### config.mk
export PLATFORM = sky130hd
export DESIGN_NAME = foreign_master_table
export DESIGN_NICKNAME = d
export VERILOG_FILES = /design/src/design/fmt_pkg.sv /design/src/design/fmt_ctrl.sv /design/src/design/fmt_datapath.sv /design/src/design/foreign_master_table.sv
export SDC_FILE = /design/constraint.sdc
export NUM_CORES = 2
export LEC_CHECK = 0
export ABC_AREA = 1
export BUFFER_PORTS_ARGS = -buffer_cell sky130_fd_sc_hd__buf_2
export CAP_MARGIN = 20
export CORE_MARGIN = 1.5
export CORE_UTILIZATION = 60
export DETAILED_ROUTE_END_ITERATION = 12
export PLACE_DENSITY = 0.85
export SLEW_MARGIN = 30
export SYNTH_ARGS = -nofsm -noshare
export SYNTH_HDL_FRONTEND = slang
export SYNTH_SLANG_ARGS = --single-unit
### constraint.sdc
create_clock -name i_clk -period 9.7 [get_ports i_clk]
set_input_delay 0 -clock i_clk [delete_from_list [all_inputs] [get_ports i_clk]]
set_output_delay 0 -clock i_clk [all_outputs]
set_load 0.05 [all_outputs]
### src/design/fmt_pkg.sv
// fmt_pkg: shared types and constants of the foreign master table
package fmt_pkg;

    // number of entry slots in the table
    localparam int TABLE_DEPTH = 16;

    // input word layout
    localparam int TECH_W  = 8;
    localparam int PORT_W  = 16;
    localparam int UUID_W  = 48;
    localparam int SYNC_W  = 16;
    localparam int CNT_W   = 5;
    localparam int SLOT_W  = 4;
    localparam int IN_W    = TECH_W + PORT_W + UUID_W;
    localparam int OUT_W   = 32;

    // max_records value after reset
    localparam logic [CNT_W-1:0] MAX_RECORDS_RST = 5'd5;

    // opcodes carried in tuser
    localparam logic OP_RECORD = 1'b0;
    localparam logic OP_CLEAR  = 1'b1;

    // saturating sync counter limit
    localparam logic [SYNC_W-1:0] SYNC_MAX = 16'hFFFF;

    // one table entry
    typedef struct packed {
        logic [TECH_W-1:0] tech;
        logic [PORT_W-1:0] port;
        logic [UUID_W-1:0] uuid;
        logic [SYNC_W-1:0] syncs;
    } t_entry;

    // commands from controller to datapath
    typedef struct packed {
        logic load;
        logic scan_step;
        logic commit;
    } t_cmd;

    // status from datapath to controller
    typedef struct packed {
        logic is_clear;
        logic hit;
        logic scan_done;
        logic out_busy;
    } t_sts;

    // controller states
    typedef enum logic [2:0] {
        S_IDLE   = 3'b001,
        S_SCAN   = 3'b010,
        S_COMMIT = 3'b100
    } t_state;

endpackage

### src/design/fmt_ctrl.sv
// fmt_ctrl: sequencing of accept, table scan and commit for the foreign master table
module fmt_ctrl (
    input  logic          i_clk,
    input  logic          i_rst_n,
    input  logic          i_s_axis_tvalid,
    output logic          o_s_axis_tready,
    input  fmt_pkg::t_sts i_sts,
    output fmt_pkg::t_cmd o_cmd
);

    fmt_pkg::t_state r_state;
    fmt_pkg::t_state n_state;

    // state register
    always_ff @(posedge i_clk) begin
        if (!i_rst_n) begin
            r_state <= fmt_pkg::S_IDLE;
        end else begin
            r_state <= n_state;
        end
    end

    // next state and commands
    always_comb begin
        n_state         = r_state;
        o_s_axis_tready = 1'b0;
        o_cmd           = '0;
        unique case (r_state)
            fmt_pkg::S_IDLE: begin
                o_s_axis_tready = 1'b1;
                if (i_s_axis_tvalid) begin
                    o_cmd.load = 1'b1;
                    n_state    = fmt_pkg::S_SCAN;
                end
            end
            fmt_pkg::S_SCAN: begin
                if (i_sts.is_clear || i_sts.hit || i_sts.scan_done) begin
                    n_state = fmt_pkg::S_COMMIT;
                end else begin
                    o_cmd.scan_step = 1'b1;
                end
            end
            fmt_pkg::S_COMMIT: begin
                if (!i_sts.out_busy) begin
                    o_cmd.commit = 1'b1;
                    n_state      = fmt_pkg::S_IDLE;
                end
            end
            default: begin
                n_state = fmt_pkg::S_IDLE;
            end
        endcase
    end

endmodule

### src/design/fmt_datapath.sv
// fmt_datapath: entry memory, scan pointer, counters and result register
module fmt_datapath (
    input  logic                            i_clk,
    input  logic                            i_rst_n,
    input  logic                            i_cfg_we,
    input  logic [fmt_pkg::CNT_W-1:0]       i_cfg_wdata,
    input  logic [fmt_pkg::IN_W-1:0]        i_s_axis_tdata,
    input  logic                            i_s_axis_tuser,
    input  fmt_pkg::t_cmd                   i_cmd,
    output fmt_pkg::t_sts                   o_sts,
    output logic                            o_m_axis_tvalid,
    input  logic                            i_m_axis_tready,
    output logic [fmt_pkg::OUT_W-1:0]       o_m_axis_tdata
);

    localparam int IW = (fmt_pkg::TABLE_DEPTH > 1) ? $clog2(fmt_pkg::TABLE_DEPTH) : 1;
    localparam int XW = fmt_pkg::CNT_W + 1;

    fmt_pkg::t_entry r_mem [fmt_pkg::TABLE_DEPTH];

    logic                              r_op;
    logic [fmt_pkg::TECH_W-1:0]        r_tech;
    logic [fmt_pkg::PORT_W-1:0]        r_port;
    logic [fmt_pkg::UUID_W-1:0]        r_uuid;
    logic [fmt_pkg::CNT_W-1:0]         r_max;
    logic [fmt_pkg::CNT_W-1:0]         r_used;
    logic [fmt_pkg::CNT_W-1:0]         r_next;
    logic [XW-1:0]                     r_idx;
    logic [XW-1:0]                     r_cmp_idx;
    logic                              r_cmp_vld;
    fmt_pkg::t_entry                   r_rd;
    logic                              r_out_valid;
    logic [fmt_pkg::OUT_W-1:0]         r_out_data;

    logic [fmt_pkg::CNT_W-1:0]         lim;
    logic [fmt_pkg::CNT_W-1:0]         ins_slot;
    logic [fmt_pkg::CNT_W-1:0]         ins_inc;
    logic                              match;
    logic                              hit;
    logic [fmt_pkg::CNT_W-1:0]         res_slot;
    logic                              res_new;
    logic [fmt_pkg::SYNC_W-1:0]        res_syncs;
    logic [fmt_pkg::CNT_W-1:0]         res_used;
    logic [fmt_pkg::CNT_W-1:0]         res_next;
    fmt_pkg::t_entry                   wr_entry;

    // effective table limit from max_records
    always_comb begin
        if (r_max == '0) begin
            lim = fmt_pkg::CNT_W'(1);
        end else if (int'(r_max) > fmt_pkg::TABLE_DEPTH) begin
            lim = fmt_pkg::CNT_W'(fmt_pkg::TABLE_DEPTH);
        end else begin
            lim = r_max;
        end
    end

    // key compare against the entry held in the read register r_rd
    assign match = (r_rd.tech == r_tech) && (r_rd.port == r_port) && (r_rd.uuid == r_uuid);
    assign hit   = r_cmp_vld && match;

    assign o_sts.is_clear  = (r_op == fmt_pkg::OP_CLEAR);
    assign o_sts.hit       = hit;
    assign o_sts.scan_done = !r_cmp_vld && (r_idx >= XW'(r_used));
    assign o_sts.out_busy  = r_out_valid && !i_m_axis_tready;

    // insert slot for a miss, wrapping at the limit
    assign ins_slot = (r_next < lim) ? r_next : '0;
    assign ins_inc  = fmt_pkg::CNT_W'(ins_slot + 1'b1);

    // result of the commit step
    always_comb begin
        res_used  = r_used;
        res_next  = r_next;
        res_slot  = '0;
        res_new   = 1'b0;
        res_syncs = '0;
        wr_entry  = r_rd;
        if (r_op == fmt_pkg::OP_CLEAR) begin
            res_used = '0;
            res_next = '0;
        end else if (hit) begin
            res_slot  = fmt_pkg::CNT_W'(r_cmp_idx);
            res_syncs = (r_rd.syncs == fmt_pkg::SYNC_MAX) ? r_rd.syncs
                                                          : r_rd.syncs + 1'b1;
            wr_entry.syncs = res_syncs;
        end else begin
            res_slot  = ins_slot;
            res_new   = 1'b1;
            res_syncs = fmt_pkg::SYNC_W'(1);
            res_used  = (r_used < lim) ? fmt_pkg::CNT_W'(r_used + 1'b1) : r_used;
            res_next  = (ins_inc >= lim) ? '0 : ins_inc;
            wr_entry.tech  = r_tech;
            wr_entry.port  = r_port;
            wr_entry.uuid  = r_uuid;
            wr_entry.syncs = res_syncs;
        end
    end

    // entry memory: one read and one write port
    always_ff @(posedge i_clk) begin
        if (i_cmd.scan_step && (int'(r_idx) < fmt_pkg::TABLE_DEPTH)) begin
            r_rd <= r_mem[IW'(r_idx)];
        end
        if (i_cmd.commit && (r_op == fmt_pkg::OP_RECORD)) begin
            r_mem[IW'(res_slot)] <= wr_entry;
        end
    end

    // captured item
    always_ff @(posedge i_clk) begin
        if (i_cmd.load) begin
            r_op   <= i_s_axis_tuser;
            r_tech <= i_s_axis_tdata[fmt_pkg::TECH_W-1:0];
            r_port <= i_s_axis_tdata[fmt_pkg::TECH_W +: fmt_pkg::PORT_W];
            r_uuid <= i_s_axis_tdata[fmt_pkg::TECH_W + fmt_pkg::PORT_W +: fmt_pkg::UUID_W];
        end
    end

    // scan pointer and compare stage
    always_ff @(posedge i_clk) begin
        if (!i_rst_n) begin
            r_idx     <= '0;
            r_cmp_idx <= '0;
            r_cmp_vld <= 1'b0;
        end else if (i_cmd.load) begin
            r_idx     <= '0;
            r_cmp_vld <= 1'b0;
        end else if (i_cmd.scan_step) begin
            r_idx     <= XW'(r_idx + 1'b1);
            r_cmp_idx <= r_idx;
            r_cmp_vld <= (r_idx < XW'(r_used));
        end
    end

    // table counters and config register
    always_ff @(posedge i_clk) begin
        if (!i_rst_n) begin
            r_max  <= fmt_pkg::MAX_RECORDS_RST;
            r_used <= '0;
            r_next <= '0;
        end else begin
            if (i_cfg_we) begin
                r_max <= i_cfg_wdata;
            end
            if (i_cmd.commit) begin
                r_used <= res_used;
                r_next <= res_next;
            end
        end
    end

    // output word register
    always_ff @(posedge i_clk) begin
        if (!i_rst_n) begin
            r_out_valid <= 1'b0;
        end else if (i_cmd.commit) begin
            r_out_valid <= 1'b1;
        end else if (i_m_axis_tready) begin
            r_out_valid <= 1'b0;
        end
    end

    always_ff @(posedge i_clk) begin
        if (i_cmd.commit) begin
            r_out_data <= {6'd0, res_used, res_syncs, res_new,
                           fmt_pkg::SLOT_W'(res_slot)};
        end
    end

    assign o_m_axis_tvalid = r_out_valid;
    assign o_m_axis_tdata  = r_out_data;

`ifndef SYNTHESIS
    // a hit always lies inside the valid part of the table
    a_hit_in_range: assert property (@(posedge i_clk) disable iff (!i_rst_n)
        hit |-> (r_cmp_idx < XW'(r_used)))
        else $error("hit outside valid entries");

    // a commit never overwrites a word that is still waiting
    a_commit_free: assert property (@(posedge i_clk) disable iff (!i_rst_n)
        i_cmd.commit |-> !(r_out_valid && !i_m_axis_tready))
        else $error("result overwritten");

    // a new entry leaves at least one valid entry
    a_new_counts: assert property (@(posedge i_clk) disable iff (!i_rst_n)
        (i_cmd.commit && (r_op == fmt_pkg::OP_RECORD) && !hit) |=> (r_used != '0))
        else $error("valid count empty after insert");

    // valid count never exceeds the table
    a_used_bound: assert property (@(posedge i_clk) disable iff (!i_rst_n)
        i_cmd.commit |=> (int'(r_used) <= fmt_pkg::TABLE_DEPTH))
        else $error("valid count above depth");
`endif

endmodule

### src/design/foreign_master_table.sv
// foreign_master_table: top level of the foreign sync-source table
//
// Table of up to 16 sync sources keyed by technology, port id and
// 48-bit uuid. A record word (tuser opcode 0) scans the valid entries one per
// cycle through the single read port of the entry memory, then bumps the
// matching entry's saturating sync count or writes the key into the
// round-robin slot; a clear word (tuser opcode 1) empties the table. A record
// word passes the scan and commit states, ending the scan early on a hit;
// a clear word does no scan. The result sits in an output register, so the
// next word is taken while it waits. The user writes max_records through
// i_cfg_we / i_cfg_wdata only while idle; the block does not enforce this.
module foreign_master_table (
    input  logic                        i_clk,
    input  logic                        i_rst_n,
    input  logic                        i_cfg_we,
    input  logic [fmt_pkg::CNT_W-1:0]   i_cfg_wdata,     // max_records
    input  logic                        i_s_axis_tvalid,
    output logic                        o_s_axis_tready,
    input  logic [fmt_pkg::IN_W-1:0]    i_s_axis_tdata,  // source_tech, source_port, source_uuid
    input  logic                        i_s_axis_tuser,  // opcode
    output logic                        o_m_axis_tvalid,
    input  logic                        i_m_axis_tready,
    output logic [fmt_pkg::OUT_W-1:0]   o_m_axis_tdata   // slot, was_new, sync_total, valid_count
);

    fmt_pkg::t_cmd cmd;
    fmt_pkg::t_sts sts;

    // sequencer
    fmt_ctrl u_ctrl (
        .i_clk           (i_clk),
        .i_rst_n         (i_rst_n),
        .i_s_axis_tvalid (i_s_axis_tvalid),
        .o_s_axis_tready (o_s_axis_tready),
        .i_sts           (sts),
        .o_cmd           (cmd)
    );

    // table storage and result path
    fmt_datapath u_datapath (
        .i_clk           (i_clk),
        .i_rst_n         (i_rst_n),
        .i_cfg_we        (i_cfg_we),
        .i_cfg_wdata     (i_cfg_wdata),
        .i_s_axis_tdata  (i_s_axis_tdata),
        .i_s_axis_tuser  (i_s_axis_tuser),
        .i_cmd           (cmd),
        .o_sts           (sts),
        .o_m_axis_tvalid (o_m_axis_tvalid),
        .i_m_axis_tready (i_m_axis_tready),
        .o_m_axis_tdata  (o_m_axis_tdata)
    );

endmodule
==> metrics.yaml <==
cells_and_area:
  final_cell_mix: "1595 x edfxtp_1, 919 x nor2_1, 647 x nand2_1"
  layout.nets: 5445
  fill_cells: 6587
  stdcell_area_um2: 74600
  final_common_cell: "edfxtp_1"
  multi_input_area_um2: 15600
  final-seq-area_um2: 48500
  drive_gt1_share_pct: 9.45
  syn_to_final_growth_pct: 13.3
routing:
  wl_per_cell_um: 25.7
  drc: 0
  vias_per_cell: 6.58
  vias: 45267
  drtAntennaViolNets: 0
  drt-total-wl_um: 176000
  first_pass_iters: 6
  drt_iter0_markers: 7552
synth:
  synth_warnings: 0
  syn_area_per_cell_um2: 12.9
  seq_area_frac_synth_pct: 73.6
  syn-cell-area_um2: 65900
  ys_ff_latch: 1625
  netlist_instances: 5099
  yosysUniqueCellTypes: 44
floorplan:
  fp.dieArea_um2: 112000
  boundaryPins: 117
  fp.dieH_um: 334
  core_um2: 109000
  die_w_um: 334
  start_util_pct: 60.5
  core.rowCount: 121
worst_setup_path:
  crit_type: "flop to flop"
  worstPathArrival_ns: 5.56
  r2r_end: "u_datapath.r_mem[9][50]"
  crit_family: "buffers and inverters"
  crit_path_max_incr_delay_ns: 1.01
  rr_worst_depth: 9
  r2r_slack_ns: 4.52
  path_max_fanout: 73
  startpoint_type: "flop"
  cp.required_ns: 10.08
  cp-end-kind: "flop"
  timing.rr.start: "u_datapath.r_op"
  crit_top_cell: "buf_4"
  crit_buf_inv: 5
  path_depth: 9
  crit_path_end: "u_datapath.r_mem[9][50]"
  cp_slowest_cell: "clkinv_2"
  crit_path_start: "u_datapath.r_op"
  path_cells: "buf_4, clkinv_2, nand4_1, nand2_2, inv_1, nand3_1, nor2_4, buf_4, buf_4"
grt:
  overflow: 0
  track_usage_pct: 31.0
  grt_pass1_wl_um: 260000
  grt_pass1_vias: 43942
  grt_start_max_net_pins: 237
  antenna_found_initial: 4
clock_tree:
  cts_buffers: 154
  clock_path_buffers: 3
  cts_tree: "yes"
  root_buffer: "clkbuf_16"
  clk_latency_ns: 0.80
  h-tree-depth: 4
  clock_sinks: 1625
  clkSlewWorstSetupHoldPaths_ns: 0.06
timing:
  finClkSkew_ns: 0.0438
  worstMarginPinSlew_ns: 1.16
  period_needed_ns: 5.18
  rsz0062_at_grt: "false"
  setup_violations: 0
  hold_violations: 0
  final.setup.tns_ns: 0
  finalCritPeriodShare_pct: 53.4
  fmax_mhz: 193
  slew_headroom_pct: 22.9
  slew_violations: 0
flow_run:
  maxCapViolations: 0
run_status:
  outcome: "completed"
place:
  place_area_um2: 68200
  routabilityCongestion: 0.928
  portBuffers: 110
  dp_hpwl_um: 92800
min_path:
  worstHoldPathCells: 2
  min_path_type: "primary input to flop"
  min_from: "i_s_axis_tdata[35]"
pwr:
  p_total_mw: 14.2
  cellLeakagePower_nw: 25.2
  power_per_cell_area_nw_per_um2: 191
  ir_drop_mv: 0.183
-- synth_stat cells, drive strengths merged --
master / number / share of area (%)
nor3: 17 / 0.13
edfxtp: 1595 / 73
ha: 22 / 0.42
a21boi: 1 / 0.011
and2: 7 / 0.066
nand4: 23 / 0.23
o22ai: 13 / 0.12
o32ai: 216 / 2.9
clkbuf: 238 / 1.4
inv: 231 / 1.3
mux2i: 136 / 2.1
nand3b: 4 / 0.065
nand2: 656 / 3.8
nor3b: 2 / 0.023
o21bai: 1 / 0.011
buf: 65 / 0.49
o31ai: 1 / 0.011
o21a: 1 / 0.011
o221ai: 136 / 1.8
o211ai: 41 / 0.47
o21ai: 448 / 3.4
nand3: 203 / 1.6
a31oi: 1 / 0.0095
xor2: 14 / 0.19
dfxtp: 30 / 0.91
conb: 1 / 0.0057
xnor2: 10 / 0.13
nor2: 942 / 5.4
a211oi: 3 / 0.034
nor4: 1 / 0.0095
a21oi: 40 / 0.30
-- layout make-up --
cell class / instances / share of cell area, %
Sequential cell: 1625 / 65.0
Antenna cell: 2 / 0.00671
Multi-Input combinational cell: 2945 / 20.9
Inverter: 231 / 1.18
Clock inverter: 80 / 0.961
Timing Repair Buffer: 383 / 4.15
Clock buffer: 196 / 5.45
Tap cell: 1414 / 2.37
-- metal layers --
layer / part of all wire, % / GRT usage [%]
met1: 34 / 40.2
met5: 0.011 / 0
met4: 5.0 / 15.9
met3: 14 / 7.59
met2: 47 / 49.1
-- what timing repair did --
action / CTS / global route
hold buffers: 155 / 0
buffers inserted: 0 / 0
resized for setup: 0 / 0
hold endpoints to repair: 110 / 0
-- metrics by stage --
stage / setup WS [ns] / instances / utilization (%) / hold WS [ns]
6_report: 4.52 / 6876 / 68.5 / 0.00577
5_1_grt: 4.37 / 6875 / 68.5 / 0.00481
2_1_floorplan: 0.901 / 5104 / - / 0.0989
3_3_place_gp: 4.99 / 6440 / 62.5 / 0.178
3_5_place_dp: 4.93 / 6441 / 62.6 / 0.178
4_1_cts: 4.80 / 6872 / 68.4 / 0.00158
-- power by group --
group | internal, mW | leakage (nW) | switching (mW) | total [mW]
registers | 7.84 | 14.7 | 0.0361 | 7.87
clock network | 3.22 | 2.33 | 2.60 | 5.82
logic | 0.150 | 8.20 | 0.392 | 0.542
-- worst register-to-register path: stages (launching register included) --
cell and delay, ns:
edfxtp_1 0.33, buf_4 0.74, clkinv_2 1.02, nand4_1 0.51
nand2_2 0.19, inv_1 0.12, nand3_1 0.19, nor2_4 0.14
buf_4 0.57, buf_4 0.94
-- cell families after synthesis --
kind of cell | Yosys count | share of synthesized area (%)
muxes | 136 | 2.07
AOI/OAI and AO/OA | 902 | 9.07
xor gates and xnor gates | 24 | 0.319
other | 1 | 0.00569
DFF | 1625 | 73.6
buffers and inverters | 534 | 3.16
adders and majority gates | 22 | 0.418
and+or+nand+nor | 1855 | 11.3
-- sequential cells by signal, indices dropped and copies added (netlist names), 5 cells and up --
register                   count
u_datapath.o_m_axis_tdata     26
u_datapath.r_idx               6
u_datapath.r_max               5
u_datapath.r_mem            1408
u_datapath.r_next              5
u_datapath.r_port             16
u_datapath.r_rd               88
u_datapath.r_tech              8
u_datapath.r_used              5
u_datapath.r_uuid             48
-- worst min-delay path by stage --
stage                            endpoint  slack, ns
floorplan                 u_datapath.r_op        0.1
global placement    u_datapath.r_uuid[39]       0.18
detailed placement   u_datapath.r_uuid[1]       0.18
CTS                 u_datapath.r_uuid[47]      0.002
global route        u_datapath.r_uuid[11]      0.005
finish              u_datapath.r_uuid[11]      0.006
Power figures use the tool's default switching activity.
